File: config.mk
export PLATFORM = sky130hd
export DESIGN_NAME = rsa_free_stack
export DESIGN_NICKNAME = d
export VERILOG_FILES = /design/src/rtl/rsa_pkg.sv /design/src/rtl/rsa_free_stack.sv
export SDC_FILE = /design/constraint.sdc
export NUM_CORES = 2
export LEC_CHECK = 0
export ABC_AREA = 1
export BUFFER_PORTS_ARGS = -buffer_cell sky130_fd_sc_hd__buf_2
export CAP_MARGIN = 20
export CORE_ASPECT_RATIO = 0.9
export CORE_UTILIZATION = 67
export DETAILED_ROUTE_END_ITERATION = 10
export MAX_ROUTING_LAYER = met4
export PLACE_DENSITY_LB_ADDON = 0.3
export RECOVER_POWER = 50
export SYNTH_ARGS = -nofsm -noshare
export SYNTH_HDL_FRONTEND = slang
export SYNTH_SLANG_ARGS = --single-unit
File: constraint.sdc
create_clock -name clock -period 3.72 [get_ports clock]
set_input_delay 0 -clock clock [delete_from_list [all_inputs] [get_ports clock]]
set_output_delay 0 -clock clock [all_outputs]
set_load 0.005 [all_outputs]
File: src/rtl/rsa_pkg.sv
`timescale 1ns / 1ps
// ----------------------------------------------------------------------------
// rsa_pkg
// Shared constants, codes and memory port bundles of the slot allocator.
// ----------------------------------------------------------------------------
package rsa_pkg;

   localparam int NUM_SLOTS  = 256;
   localparam int COUNT_BITS = 16;
   localparam int ID_BITS    = $clog2(NUM_SLOTS);
   localparam int TOP_BITS   = ID_BITS + 1;

   localparam logic [COUNT_BITS-1:0] COUNT_MAX = {COUNT_BITS{1'b1}};
   localparam logic [ID_BITS-1:0]    ID_MAX    = ID_BITS'(NUM_SLOTS - 1);

   // request codes
   localparam logic [1:0] REQ_ACQUIRE = 2'd0;
   localparam logic [1:0] REQ_RETAIN  = 2'd1;
   localparam logic [1:0] REQ_RELEASE = 2'd2;
   localparam logic [1:0] REQ_QUERY   = 2'd3;

   // status codes
   localparam logic [1:0] ST_OK           = 2'd0;
   localparam logic [1:0] ST_INVALID      = 2'd1;
   localparam logic [1:0] ST_FULL         = 2'd2;
   localparam logic [1:0] ST_ZERO_RELEASE = 2'd3;

   typedef struct packed {
      logic               en;
      logic [ID_BITS-1:0] addr;
   } mem_rd_type;

   typedef struct packed {
      logic                  en;
      logic [ID_BITS-1:0]    addr;
      logic [COUNT_BITS-1:0] data;
   } ref_wr_type;

   typedef struct packed {
      logic               en;
      logic [ID_BITS-1:0] addr;
      logic [ID_BITS-1:0] data;
   } stk_wr_type;

endpackage

File: src/rtl/rsa_free_stack.sv
`timescale 1ns / 1ps
// ----------------------------------------------------------------------------
// rsa_free_stack
// Storage of freed ids, one write and one registered read per cycle.
// ----------------------------------------------------------------------------
module rsa_free_stack (
   input  logic                        clock,
   input  rsa_pkg::mem_rd_type         rd,
   input  rsa_pkg::stk_wr_type         wr,
   output logic [rsa_pkg::ID_BITS-1:0] rd_data
);

   logic [rsa_pkg::ID_BITS-1:0] stk_mem_ff [rsa_pkg::NUM_SLOTS];
   logic [rsa_pkg::ID_BITS-1:0] rd_data_ff;

   always_ff @(posedge clock) begin
      if (wr.en) begin
         stk_mem_ff[wr.addr] <= wr.data;
      end
      if (rd.en) begin
         rd_data_ff <= stk_mem_ff[rd.addr];
      end
   end

   assign rd_data = rd_data_ff;

endmodule

# After elaboration in Yosys (flattened, before gate mapping)
# Memories as Yosys holds them, arrays and structs flattened. A register that Yosys moved wholly into a read port is not among the register bits.
# Index checks and enable logic that the tools add are counted.
[classes]
addsub = 0
mul = 0
div = 0
order_cmp = 0
n_eq_ne = 0
shift = 0
mux = 2
n_bitwise = 0
n_reduce_logical = 0
[op_table]
columns = ["operator", "n"]
rows = [
  ["1-bit 2-to-1 mux", 2],
]
[totals]
register_bits = 0
latchBits = 0
mem_bits_rw = 2048
romBits = 0
in_bits = 27
output_inout_bits = 8
elab_cells = 3
mem_count = 1
[mem_list]
columns = ["name", "depth", "width", "rd", "rd_clocked_by_memory_dff", "write_ports", "line_no", "text"]
rows = [
  ["stk_mem_ff", 256, 8, 1, 1, 1, "rsa_free_stack.sv:13", "logic [rsa_pkg::ID_BITS-1:0] stk_mem_ff [rsa_pkg::NUM_SLOTS];"],
]

# Depth between registers and ports, before layout
[depth]
depth_word = 2
ltp_mapped = 15
depth_no_buf = 11

# Worst setup path after synthesis
# OpenSTA, ideal clock, no wires.
[synth_path]
path_type = "input port to flip-flop"
startpoint = "in wr[16] (netlist name)"
endpoint = "mem stk_mem_ff[162][0] (netlist name), enable pin"
arrival_time_ns = 1.121
required_time_ns = 3.350
setup_slack_ns = 2.229
path_stages = 4
path_cell_list = "clkbuf_1 -> nand3_1 -> clkbuf_1 -> nor2_1"
[synth_via]
elab_chain_cells = 2
[synth_lines]
columns = ["item", "line_no", "text"]
rows = [
  ["start: declaration", "rsa_free_stack.sv:9", "input rsa_pkg::stk_wr_type wr,"],
  ["1-bit 2-to-1 mux", "rsa_free_stack.sv:17", "if (wr.en) begin"],
  ["1-bit 2-to-1 mux (not written as such)", "rsa_free_stack.sv:18", "stk_mem_ff[wr.addr] <= wr.data;"],
  ["end: declaration", "rsa_free_stack.sv:13", ""],
]
# Every way passes these cells.

# Worst setup path after layout
[layout_path]
startpoint = "in wr[1] (netlist name)"
endpoint = "mem stk_mem_ff[133][1] (netlist name) (data pin)"
# Straight into the memory's write port.

==> out/summary.txt <==
status: finished, violations left
failing checks: max-capacitance violations, max-slew violations
Die Wd: 374 µm
syn_nets: 7030
post-CTS sizing: 0
critical path capture point type: flop
H-Tree Depth: 4
final hold vios: 0
final setup fails: 0
Synth Cell Area: 0.0835 mm²
Post-synth EDFFs: 2056
fillers: 7513
vias in the first global route: 53700
Post-synth ARST share: 0%
most frequent cell after synthesis: nand2_1
Seq/Total Area, Yosys: 74.0%
Starting Density: 67.7%
Via density: 6.57
wire length per cell: 25.8 µm
Die Ht: 337 µm
Worst-Skew Late Latency: 0.83 ns
number of core rows: 122
CTS sink count: 2056
fin nets: 6900
Cell Pwr Density: 523 mW/mm²
all-layer global routing usage: 36.3%
CTS tree: yes
Slew Limit Fails: 1044
Setup TNS: 0 ns
1st-iter DRT viols: 9999
CORE AREA: 0.123 mm²
CTS Root Cell: clkbuf_16
post-CTS setup buffers: 0
Clock Pin Slew Worst Setup and Hold Paths: 0.06 ns
area taken by flip-flops and latches: 0.0617 mm²
Synth area leaders: edfxtp_1 74%, nand3_1 12%, nand2_1 9.5%
Syn Area/Cell: 11.9 µm²
layout cell share with drive strength beyond 1: 5.64%
Post-DRT Antenna Nets: 0
RSZ-0062 raised after global routing: no
Slew Limit Headroom: -147%
first-pass GRT wire length: 331 mm
Worst EP required: 4.24 ns
largest net degree at the start of global routing: 168
gp weighted congestion: 0.911
fin worst setup slack: 0.278 ns
I/O pin count: 35
IR drop worst, VDD: 0.000492 V
drt pass-1 iters: 6
Slew @ Worst Pin: 3.70 ns
Post-route DRC: 0
die area: 0.126 mm²
initial antenna violation count: 7
drt total wl: 223 mm
period utilization: 92.5%
Setup WS pre-CTS: 0.501 ns
Achievable Freq: 0.291 GHz
kind of critical path: in2reg
Ys Warns: 0
Yosys reg bits: 2056
cts bufs inserted: 192
share of the synthesized area in the top cell type: 74.0%
cts hold-fix bufs: 13
Mapped Cells: 7003
crit path launch type: primary input
Leak: 31.4 nW
Hold Crit Class: in2reg
post-route minimum period: 3.44 ns
CP arrival: 3.96 ns
synth cell count leaders: 2123 x nand2_1, 2056 x edfxtp_1, 2019 x nand3_1
ys flop type: edfxtp_1
post-DP HPWL: 123 mm
IO Port Bufs: 34
vias: 56800
reported max-cap violation count: 9
grt total ovfl: 0
clk buf depth: 3
Layout area overhead: 8.60%
Synth cell types: 13
Worst Skew: 0.0342 ns
area leader, netlist: edfxtp_1
CP max FO: 150
area occupied by multi-input gates: 0.0191 mm²
## sequential cells by signal, indices dropped and copies added (netlist names)
register	flops
stk_mem_ff	2048
rd_data	8
## layer usage
layer | track usage [%] | share of wire, % | up-vias | wire (µm)
met3 | 8.51 | 14 | 659 | 31100
met2 | 53.5 | 46 | 4404 | 101000
met1 | 48.8 | 36 | 27200 | 79400
met5 | - | 0 | - | 0
met4 | 16.4 | 4.8 | 0 | 10700
li1 | - | - | 24600 | -
## where the power goes
group | internal, mW | leakage (nW) | switching (mW)
logic | 0.671 | 9.97 | 2.22
registers | 25.6 | 18.5 | 0.0274
clock network | 10.6 | 2.90 | 8.32
## path summary, 6_finish.rpt
| path | start | to | slack (ns) | cells past startpoint |
|---|---|---|---|---|
| hold / removal | wr[8] | stk_mem_ff[147][0] | 0.06 | 5 |
| setup reg to reg | stk_mem_ff[189][5] | rd_data[5] | 0.54 | 12 |
| setup / recovery | wr[1] | stk_mem_ff[133][1] | 0.28 | 3 |
| hold reg to reg | stk_mem_ff[208][0] | rd_data[0] | 1.05 | 10 |
## cell usage in the layout (no fill, tap or decap), drive strengths merged
master | netlist | layout
nand2 | 2123 | 2123
edfxtp | 2056 | 2056
nand3 | 2019 | 2019
nor2 | 283 | 283
clkbuf | 112 | 276
buf | 371 | 115
clkinv | 0 | 76
inv | 39 | 43
bufinv | 0 | 14
dlygate4sd3 | 0 | 13
diode | 0 | 11
clkinvlp | 0 | 3
## cell families after synthesis
kind of cell,synth area share [%]
flops,74.0
buf+inv,3.12
simple gates,22.9
## metrics by stage
stage               util [%]  total power, mW  hold slack (ns)  instances  instance area (µm²)
global route            73.5             48.4            0.106       8637                90600
finish                  73.5             47.4           0.0634       8644                90700
floorplan                  -             27.6           0.0989       7003                83500
detailed placement      68.7             28.9            0.497       8278                84800
global placement        68.7             28.8            0.491       8278                84800
CTS                     73.6             47.3          0.00686       8633                90800
## layout make-up
cell class	count	share of cell area, %
Antenna cell	11	0.0304
Clock inverter	97	0.908
Sequential cell	2056	68.1
Multi-Input combinational cell	4425	21.1
Inverter	39	0.199
Clock buffer	245	5.61
Timing Repair Buffer	159	1.81
Tap cell	1612	2.22
## critical path, stage by stage
cell	delay [ns]
dlygate4sd3_1	0.52
clkbuf_2	2.44
clkbuf_2	0.81
Power figures use the tool's default switching activity.
