<file path="src/rtl/rsa_pkg.sv">
`timescale 1ns / 1ps
// ----------------------------------------------------------------------------
// rsa_pkg
// Shared constants, codes and memory port bundles of the slot allocator.
// ----------------------------------------------------------------------------
package rsa_pkg;

   localparam int NUM_SLOTS  = 256;
   localparam int COUNT_BITS = 16;
   localparam int ID_BITS    = $clog2(NUM_SLOTS);
   localparam int TOP_BITS   = ID_BITS + 1;

   localparam logic [COUNT_BITS-1:0] COUNT_MAX = {COUNT_BITS{1'b1}};
   localparam logic [ID_BITS-1:0]    ID_MAX    = ID_BITS'(NUM_SLOTS - 1);

   // request codes
   localparam logic [1:0] REQ_ACQUIRE = 2'd0;
   localparam logic [1:0] REQ_RETAIN  = 2'd1;
   localparam logic [1:0] REQ_RELEASE = 2'd2;
   localparam logic [1:0] REQ_QUERY   = 2'd3;

   // status codes
   localparam logic [1:0] ST_OK           = 2'd0;
   localparam logic [1:0] ST_INVALID      = 2'd1;
   localparam logic [1:0] ST_FULL         = 2'd2;
   localparam logic [1:0] ST_ZERO_RELEASE = 2'd3;

   typedef struct packed {
      logic               en;
      logic [ID_BITS-1:0] addr;
   } mem_rd_type;

   typedef struct packed {
      logic                  en;
      logic [ID_BITS-1:0]    addr;
      logic [COUNT_BITS-1:0] data;
   } ref_wr_type;

   typedef struct packed {
      logic               en;
      logic [ID_BITS-1:0] addr;
      logic [ID_BITS-1:0] data;
   } stk_wr_type;

endpackage

</file>
<file path="src/rtl/rsa_count_alu.sv">
`timescale 1ns / 1ps
// ----------------------------------------------------------------------------
// rsa_count_alu
// Shared count unit: increment saturating at the maximum, or plain decrement, by one with flags.
// ----------------------------------------------------------------------------
module rsa_count_alu (
   input  logic                           op_dec,
   input  logic [rsa_pkg::COUNT_BITS-1:0] operand,
   output logic [rsa_pkg::COUNT_BITS-1:0] result,
   output logic                           operand_zero,
   output logic                           result_zero
);

   logic at_max;

   assign at_max       = (operand == rsa_pkg::COUNT_MAX);
   assign operand_zero = (operand == '0);

   always_comb begin
      if (op_dec) begin
         result = operand - rsa_pkg::COUNT_BITS'(1);
      end else if (at_max) begin
         result = operand;
      end else begin
         result = operand + rsa_pkg::COUNT_BITS'(1);
      end
   end

   assign result_zero = (result == '0);

endmodule

</file>
<file path="config.mk">
export PLATFORM = sky130hd
export DESIGN_NAME = rsa_count_alu
export DESIGN_NICKNAME = d
export VERILOG_FILES = /design/src/rtl/rsa_pkg.sv /design/src/rtl/rsa_count_alu.sv
export SDC_FILE = /design/constraint.sdc
export NUM_CORES = 1
export LEC_CHECK = 0
export BUFFER_PORTS_ARGS = -buffer_cell sky130_fd_sc_hd__buf_2
export CORE_AREA = 2 2 63 79
export DETAILED_ROUTE_END_ITERATION = 16
export DIE_AREA = 0 0 65 81
export RECOVER_POWER = 50
export SYNTH_ARGS = -nofsm -noshare
export SYNTH_HDL_FRONTEND = slang
export SYNTH_SLANG_ARGS = --single-unit
</file>
<file path="constraint.sdc">
create_clock -name vclk -period 6.7
set_input_delay 1.005 -clock vclk [all_inputs]
set_output_delay 1.005 -clock vclk [all_outputs]
set_load 0.02 [all_outputs]
</file>
-- Word level (Yosys, flattened, before mapping)
Cells that the tools add are included.
- flip-flop bits (word level): 0
- word-level logic and storage cells: 7
- output and inout bits: 18
- input bits: 17
- muxes and demuxes: 2
- $add $sub $neg: 2
- reduce and logical (&&, ||, !) cells: 2
- equal/unequal tests: 1
- operator list (operator ; count):
    $logic_not A16 Y1 ; 2
    $mux W16 ; 2
    $add A16 B1 Y16 const B ; 1
    $eq A16 B16 Y1 const B ; 1
    $sub A16 B1 Y16 const B ; 1

-- Longest topological paths before layout
- word-level depth: 4
- depth in mapped cells: 8
- gate-level depth less buffers: 8

-- Least setup slack after synthesis
OpenSTA, ideal clock, no wires.
- path kind: input to output
- from: in operand[3] (netlist name)
- to: out result_zero
- buffers on the path: 1
- cell stages on the path: 7
- setup slack: 2445 ps
- arrival: 3250 ps
- cells stage by stage: buf_2 or4_1 nor4_1 a32oi_2 xnor2_1 a211o_1 nor4b_2
- word-level cells in the longest chain between the ends: 4
- ends and longest elaborated chain (item ; line ; RTL):
    start, declared ; rsa_count_alu.sv:8 ; input logic [rsa_pkg::COUNT_BITS-1:0] operand,
    $add A16 B1 Y16 / $eq A16 B16 Y1 (equally long branches) ; rsa_count_alu.sv:25, rsa_count_alu.sv:16 ;
    $mux W16 ; rsa_count_alu.sv:22 ; end else if (at_max) begin
    $mux W16 (*) ; rsa_count_alu.sv:20 ; if (op_dec) begin
    named net result, one bit ; rsa_count_alu.sv:9 ; output logic [rsa_pkg::COUNT_BITS-1:0] result,
    $logic_not A16 Y1 (*) ; rsa_count_alu.sv:29 ; assign result_zero = (result == '0);
    end, declared ; rsa_count_alu.sv:11 ; output logic result_zero
Mark *: on every way through the listed nets, which the timed path passes. The rest lies on a longest branch.

-- Worst setup path after layout
- from: in operand[2] (netlist name)
- to: out result_zero
- word-level cells in the longest chain between the ends: 4
- ends and longest elaborated chain (item ; line):
    $add A16 B1 Y16 / $eq A16 B16 Y1 (equally long branches) ; rsa_count_alu.sv:25, rsa_count_alu.sv:16
    $mux W16 ; rsa_count_alu.sv:22
    $mux W16 (*) ; rsa_count_alu.sv:20
    $logic_not A16 Y1 (*) ; rsa_count_alu.sv:29
Every way passes the cells marked *; elsewhere a longest branch is shown, timed or not.

==> results.py <==
metrics = {
    "timing": {
        "finalCriticalPeriod_ns": 4.66,
        "fmax_mhz": 215,
        "slew_viol_final": 0,
        "setup_viol": 0,
        "finalCritPeriodShare": 0.695,
        "hold_viol_final": 0,
        "timing.setup.tns_ns": 0,
        "worst_pin_slew_ns": 0.874,
        "relSlewSlack": 0.412,
        "rsz0062_at_grt": "false",
    },
    "setup_path": {
        "setup.worst_path.start": "operand[2]",
        "path_class": "input port to primary output",
        "cp_max_fo": 13,
        "critPathLaunchType": "input port",
        "arrival_ns": 3.65,
        "end_kind": "primary output",
        "cp.required_ns": 5.69,
    },
    "power_and_ir_drop": {
        "p_leak_nw": 0.376,
        "peakVddDrop_v": 0.0000155,
        "totalPowerFinal_uw": 62.7,
        "power.density_nw_per_um2": 53.6,
    },
    "floorplan": {
        "dieArea_um2": 5270,
        "design.core.area_um2": 4590,
        "io_pins": 35,
        "fp.dieW_um": 65,
        "start_util": 0.219,
        "rows": 28,
        "die_h_um": 81,
    },
    "outcome": {
        "outcome": "finished clean",
    },
    "finish": {
        "antennaDiodeCount": 0,
        "finalInstanceArea_um2": 1170,
        "ff_latch_area_um2": 0,
        "design.seq.count": 0,
        "final_nets": 195,
        "stdcell_count": 234,
        "fillers": 530,
        "num-clock-buffers": 0,
        "multi_input_area_um2": 910,
        "area_delta_synth_final_pct": 16.3,
        "drive_above_1_share": 0.218,
    },
    "routing": {
        "detail-route-antenna-nets": 0,
        "wl_per_cell_um": 15.2,
        "route.met2.wl_mm": 1.77,
        "drtPass1Iterations": 4,
        "highest_layer": "met4",
        "drtIter0Drc": 73,
        "vias_per_cell": 5.67,
        "drc": 0,
        "vias": 1327,
        "drt_wl_total_mm": 3.57,
        "wl_met3_um": 172,
        "wirelength_met1_mm": 1.57,
    },
    "hold_path": {
        "worst_hold_startpoint": "operand[4]",
        "min_path_cells": 3,
        "hold_path.class": "input port to primary output",
    },
    "synth": {
        "syn_inst": 154,
        "synth_nets": 173,
        "yosysSeqAreaShare": 0,
        "avgSynthCellArea_um2": 6.53,
        "ys_warn_count": 0,
        "ys_types": 50,
        "syn_area_um2": 1010,
    },
    "grt": {
        "grt_pass1_vias": 1226,
        "grt_pass1_wl_mm": 5.83,
        "grt_use_total": 0.134,
        "grt.overflow.total": 0,
        "grt_max_degree": 18,
        "antenna_found_initial": 0,
    },
    "placed_design": {
        "dp_cells": 234,
        "placed_cell_area_um2": 1180,
        "dp_hpwl_mm": 2.82,
        "port_buffers": 35,
        "gp_congestion": 0.846,
    },
    "job": {
        "cap_viol_max_count": 0,
    },
    "clock_network": {
        "post_cts_buffers": 0,
        "cts_resized": 0,
        "postCtsHoldBufs": 0,
    },
}
[cells in the mapped netlist, drive strengths merged, types with 5 or more instances]
master  count  area (um^2)
nor4       11         75.1
o21ai       5         25.0
inv         5         18.8
nand4      10         92.6
or2         6         37.5
buf        10         50.1
clkbuf      5         21.3
nand2      12         45.0
and3        5         31.3
xnor2       5         43.8
nand3       7         35.0
or3         5         31.3
nor2        8         30.0
nor3       11         55.1
[worst max-delay path, cell delays in order]
cell and delay (ns):
clkbuf_1 0.34, nand3_1 0.43, o41ai_1 0.81, a221oi_1 0.20
nor3_1 0.22, nand4_1 0.17, nor4b_2 0.28, buf_2 0.20
[path summary, 6_finish.rpt]
kind,to
worst max-delay path,result_zero
worst min-delay path,result[4]
[per-stage QoR]
step | hold WS [ns] | setup WS, ns | util
floorplan | 2.16 | 2.45 | -
global placement | 2.40 | 2.20 | 0.258
detailed placement | 2.41 | 2.26 | 0.258
CTS | 2.41 | 2.24 | 0.258
global route | 2.45 | 1.69 | 0.255
finish | 2.40 | 2.04 | 0.255
[where the power goes]
part | leakage (nW) | switching, mW | internal (mW)
clock | 0 | 0 | 0
combinational | 0.376 | 0.0418 | 0.0209
sequential | 0 | 0 | 0
[routing by layer]
metal  global-route usage  vias up
li1                     -      656
met1                0.171      616
met2                0.258       49
met4              0.00638        0
met3              0.00693        6
met5                    0        -
[cells in the final DEF (no fill, tap or decap), drive strengths merged, types with 3 or more instances in the layout]
master	netlist	routed
buf	10	28
nand2	12	12
nor4	11	11
nor3	11	11
nand4	10	10
nor2	8	8
nand3	7	7
clkbuf	5	7
or2	6	6
inv	5	5
or3	5	5
and3	5	5
o21ai	5	5
xnor2	5	5
or4	4	4
o41ai	3	3
a21oi	3	3
a211oi	3	3
a32oi	3	3
and2	3	3
[cell families after synthesis]
group                      after synthesis  share of synthesized area
and+or+nand+nor                         94                      0.585
AOI/OAI and AO/OA                       32                      0.249
buffers and inverters                   20                     0.0896
xor gates and xnor gates                 6                     0.0522
adders and majority gates                2                     0.0249
[final cells by class]
| type | count | share of cell area |
|---|---|---|
| Multi-Input combinational cell | 134 | 0.778 |
| Timing Repair Buffer | 35 | 0.142 |
| Tap cell | 60 | 0.0642 |
| Inverter | 5 | 0.0160 |
Power figures use the tool's default switching activity.
