**src/rtl/rsa_pkg.sv**
```systemverilog
`timescale 1ns / 1ps
// ----------------------------------------------------------------------------
// rsa_pkg
// Shared constants, codes and memory port bundles of the slot allocator.
// ----------------------------------------------------------------------------
package rsa_pkg;

   localparam int NUM_SLOTS  = 256;
   localparam int COUNT_BITS = 16;
   localparam int ID_BITS    = $clog2(NUM_SLOTS);
   localparam int TOP_BITS   = ID_BITS + 1;

   localparam logic [COUNT_BITS-1:0] COUNT_MAX = {COUNT_BITS{1'b1}};
   localparam logic [ID_BITS-1:0]    ID_MAX    = ID_BITS'(NUM_SLOTS - 1);

   // request codes
   localparam logic [1:0] REQ_ACQUIRE = 2'd0;
   localparam logic [1:0] REQ_RETAIN  = 2'd1;
   localparam logic [1:0] REQ_RELEASE = 2'd2;
   localparam logic [1:0] REQ_QUERY   = 2'd3;

   // status codes
   localparam logic [1:0] ST_OK           = 2'd0;
   localparam logic [1:0] ST_INVALID      = 2'd1;
   localparam logic [1:0] ST_FULL         = 2'd2;
   localparam logic [1:0] ST_ZERO_RELEASE = 2'd3;

   typedef struct packed {
      logic               en;
      logic [ID_BITS-1:0] addr;
   } mem_rd_type;

   typedef struct packed {
      logic                  en;
      logic [ID_BITS-1:0]    addr;
      logic [COUNT_BITS-1:0] data;
   } ref_wr_type;

   typedef struct packed {
      logic               en;
      logic [ID_BITS-1:0] addr;
      logic [ID_BITS-1:0] data;
   } stk_wr_type;

endpackage

```
**src/rtl/rsa_ref_store.sv**
```systemverilog
`timescale 1ns / 1ps
// ----------------------------------------------------------------------------
// rsa_ref_store
// Reference count memory, one write and one registered read per cycle.
// ----------------------------------------------------------------------------
module rsa_ref_store (
   input  logic                           clock,
   input  rsa_pkg::mem_rd_type            rd,
   input  rsa_pkg::ref_wr_type            wr,
   output logic [rsa_pkg::COUNT_BITS-1:0] rd_data
);

   logic [rsa_pkg::COUNT_BITS-1:0] ref_mem_ff [rsa_pkg::NUM_SLOTS];
   logic [rsa_pkg::COUNT_BITS-1:0] rd_data_ff;

   always_ff @(posedge clock) begin
      if (wr.en) begin
         ref_mem_ff[wr.addr] <= wr.data;
      end
      if (rd.en) begin
         rd_data_ff <= ref_mem_ff[rd.addr];
      end
   end

   assign rd_data = rd_data_ff;

endmodule

```
**config.mk**
```make
export PLATFORM = sky130hd
export DESIGN_NAME = rsa_ref_store
export DESIGN_NICKNAME = d
export VERILOG_FILES = /design/src/rtl/rsa_pkg.sv /design/src/rtl/rsa_ref_store.sv
export SDC_FILE = /design/constraint.sdc
export NUM_CORES = 2
export LEC_CHECK = 0
export BUFFER_PORTS_ARGS = -buffer_cell sky130_fd_sc_hd__buf_2
export CAP_MARGIN = 5
export CORE_MARGIN = 3
export CORE_UTILIZATION = 55
export CTS_CLUSTER_DIAMETER = 200
export DETAILED_ROUTE_END_ITERATION = 8
export HOLD_SLACK_MARGIN = 0.06
export PLACE_DENSITY_LB_ADDON = 0.25
export REMOVE_ABC_BUFFERS = 1
export SLEW_MARGIN = 30
export SYNTH_ARGS = -nofsm -noshare
export SYNTH_HDL_FRONTEND = slang
export SYNTH_SLANG_ARGS = --single-unit
export TNS_END_PERCENT = 20
```
**constraint.sdc**
```tcl
create_clock -name clock -period 4.57 [get_ports clock]
set_clock_uncertainty 0.1 [all_clocks]
set_input_delay 0.914 -clock clock [delete_from_list [all_inputs] [get_ports clock]]
set_output_delay 0.914 -clock clock [all_outputs]
set_load 0.005 [all_outputs]
```
# == After elaboration in Yosys (flattened, before gate mapping) ==
# Memory sizes are Yosys's and may differ from the RTL's. A register that Yosys moved wholly into a read port is not among the register bits.
# Cells that the tools add are included.
# word_totals
reg_bits,0
latchBits,0
ramBits,4096
rom_bits,0
input_bits,35
output_inout_bits,16
mem_count,1
# classes
n_addsub,0
mul,0
div_mod_pow,0
n_lt_le_gt_ge,0
n_eq_ne,0
shift,0
mux,2
bitwise,0
reduce_logical,0
# memory_table
memory,depth,width,rd,rd_clocked_by_memory_dff,write_ports,line,text
ref_mem_ff,256,16,1,1,1,rsa_ref_store.sv:13,logic [rsa_pkg::COUNT_BITS-1:0] ref_mem_ff [rsa_pkg::NUM_SLOTS];
# ops
operator,n
two-way mux 1 bit,2

# == Longest topological paths before layout ==
# logic_depth
word_depth,2
ltp_mapped,12

# == Least setup slack after synthesis ==
# OpenSTA, ideal clock, no wires.
# synth_timing
path_kind,input -> register
start,in rd[0] in the netlist's numbering
end,reg rd_data_ff (netlist bit rd_data[4]) (read register of ref_mem_ff) (data pin)
arrival_time_ps,2898
setup_slack_ps,1307
cell_stages,8
path_buffers,3
cell_sequence,buf_6 buf_6 buf_2 mux4_2 mux4_2 a22o_1 o32ai_2 nor4_2
# synth_rtl
element,line,text
"start, declared",rsa_ref_store.sv:8,"input rsa_pkg::mem_rd_type rd,"
"end, declared",rsa_ref_store.sv:14,logic [rsa_pkg::COUNT_BITS-1:0] rd_data_ff;

==> reports/results.tsv <==
metric	value	unit
status	completed	
antenna_found_initial	37	
grt_pass1_wl	591	mm
crit_fanout	27	
setup_violations	0	
post_cts_resized	0	
cp-end-kind	flop	
final.period_utilization	0.839	
drt_wl_total	415	mm
avgSynthCellArea	21.6	µm²
yosysWarnings	0	
holdWs	0.214	ns
vdd_ir_drop_max	0.494	mV
pwr-share-seq	0.533	
dp_hpwl	248	mm
path_clk_slew	0.06	ns
row_count	196	
drtAntennaViolNets	0	
syn-cell-area	159000	µm²
drv_slew	0	
dr.max_layer_used	met5	
dr_wl_met2	193	mm
cts_max_level	5	
grt-ovfl-total	0	
arrival	4.50	ns
cts_buffers	408	
syn_to_final_growth	13.7	%
initial_utilization	0.555	
clock_latency	1.01	ns
slew_headroom	0.181	
ys_seq_elements	4112	
worst_pin_slew	1.22	ns
start_kind	input pin	
hp-class	in -> reg	
drt_iter0_drc	12100	
track_usage	0.281	
max_freq	0.261	GHz
max_stage_delay	0.48	ns
die_h	543	µm
startpoint	rd[0]	
drc	0	
setup_slack	0.735	ns
slowest_stage	nand3_1	
dp_worst_setup_slack	-0.146	ns
hp-start	wr[15]	
power.density	432	nW/µm²
core_area	286000	µm²
clockBufferDepth	4	
r2r-start	ref_mem_ff[31][12]	
fin_nets	8078	
detail_route.wl_per_cell	34.1	µm
combPwrFrac	0.051	
cp_top_family	buffers and inverters	
grt_max_degree	147	
path_class	in -> reg	
syn_inst	7360	
p_sw	16.8	mW
ctsHoldBuffers	0	
grt_pass1_vias	79800	
cts_tree	yes	
crit_top_cell	buf_12	
swShare	0.215	
gp_congestion	0.938	
crit_required	5.23	ns
vias	81200	
ioPinCount	51	
rsz0062_at_grt	false	
dpl-instance-area	167000	µm²
dieArea	295000	µm²
p_int	61.3	mW
clk_root_buffer_cell	clkbuf_16	
drive_gt1_frac	0.269	
numPortBuffers	50	
path_cells	buf_12 -> buf_12 -> buf_12 -> buf_12 -> buf_4 -> mux2i_1 -> o221ai_1 -> o22ai_1 -> a22oi_1 -> nand3_1 -> nor4_1	
cp_num_buf_inv	5	
final.min_clock_period	3.83	ns
n_fill_cell	18800	
p_leak	58.0	nW
die_w	543	µm
ys_types	51	
seq_area_frac_synth	0.777	
maxCapViolations	0	
viasPerCell	6.68	
firstDrtPassIters	6	
post-cts-setup-buffers	0	
wl_met3	46.5	mm
cts_sinks	4112	
m1WireLength	158	mm
clkPwrFrac	0.415	
layout_common_cells	edfxtp_1 (4112), mux4_2 (797), buf_4 (596), mux2i_1 (565), clkbuf_16 (411)	
hold_violations	0	
design_area	181000	µm²
final_common_cell	edfxtp_1	
## per-stage QoR
step,std cells,power [mW],util,TNS [ns]
2_1_floorplan,6908,44.0,-,-47.26
3_3_place_gp,11400,46.3,0.585,-0.308
3_5_place_dp,11400,46.4,0.585,-0.146
4_1_cts,12100,78.4,0.631,0
5_1_grt,12200,80.1,0.631,0
6_report,12200,78.1,0.631,0
## sequential cells by signal, summed over array words and instances (netlist names)
register / count
ref_mem_ff: 4096
rd_data: 16
## power groups by stage
stage          registers (mW)  logic, mW  clock network, mW
3_3_place_gp             42.4       3.88                  0
6_report                 41.7       4.01               32.4
2_1_floorplan            42.4       1.53                  0
5_1_grt                  41.6       4.19               34.3
3_5_place_dp             42.5       3.97                  0
4_1_cts                  41.7       3.98               32.8
## cells by family (layout without fill, tap and decap cells)
kind of cell / count (synthesis) / after routing / synth area share
mux: 1450 / 1450 / 0.155
flops: 4112 / 4112 / 0.777
other cells: 0 / 15 / 0
compound gates: 786 / 786 / 0.0353
buf+inv: 456 / 1477 / 0.0169
simple gates: 556 / 556 / 0.0157
## final cells by class
class / count / area, µm² / share of cell area
Sequential cell: 4112 / 123000 / 0.683
Multi-Input combinational cell: 2792 / 32900 / 0.182
Clock buffer: 482 / 10600 / 0.0584
Timing Repair Buffer: 725 / 6570 / 0.0363
Tap cell: 3762 / 4710 / 0.0261
Clock inverter: 266 / 2400 / 0.0133
Antenna cell: 15 / 37.5 / 0.000208
Inverter: 4 / 27.5 / 0.000152
## worst paths after layout
path                         end  slack, ns  cells past startpoint
max reg2reg          rd_data[12]       1.45                      6
min          ref_mem_ff[117][15]       0.21                      1
min reg2reg           rd_data[7]       1.12                      6
max                  rd_data[10]       0.74                     11
## synthesized netlist by cell type (all sizes together)
cell / number / area, µm²
edfxtp: 4112 / 123000
mux4: 797 / 17900
mux2i: 565 / 5660
nor2: 304 / 1140
o221ai: 253 / 2220
clkbuf: 230 / 863
buf: 222 / 1810
a21oi: 175 / 876
o22ai: 148 / 926
nor3: 92 / 460
mux2: 88 / 991
a22oi: 43 / 323
nand2: 38 / 143
o21ai: 38 / 190
nand3: 35 / 175
a22o: 32 / 280
a221oi: 28 / 245
nand4: 26 / 163
o32ai: 21 / 191
a211oi: 18 / 135
nor4: 18 / 119
o31ai: 16 / 120
and3: 11 / 68.8
nor2b: 9 / 56.3
a2111oi: 6 / 52.6
a31oi: 6 / 37.5
or2: 5 / 31.3
inv: 4 / 15.0
nand2b: 3 / 18.8
nand4b: 3 / 26.3
a21o: 2 / 15.0
and2: 2 / 12.5
and4: 2 / 17.5
nor4bb: 2 / 20.0
or3: 2 / 12.5
nand3b: 1 / 7.51
nor3b: 1 / 7.51
or3b: 1 / 8.76
or4b: 1 / 10.0
## layer usage
metal,GRT usage,vias to the layer above
met5,0,-
met4,0.108,10
met3,0.0602,722
met2,0.423,4956
met1,0.408,42800
li1,-,32700
Power figures use the tool's default switching activity.
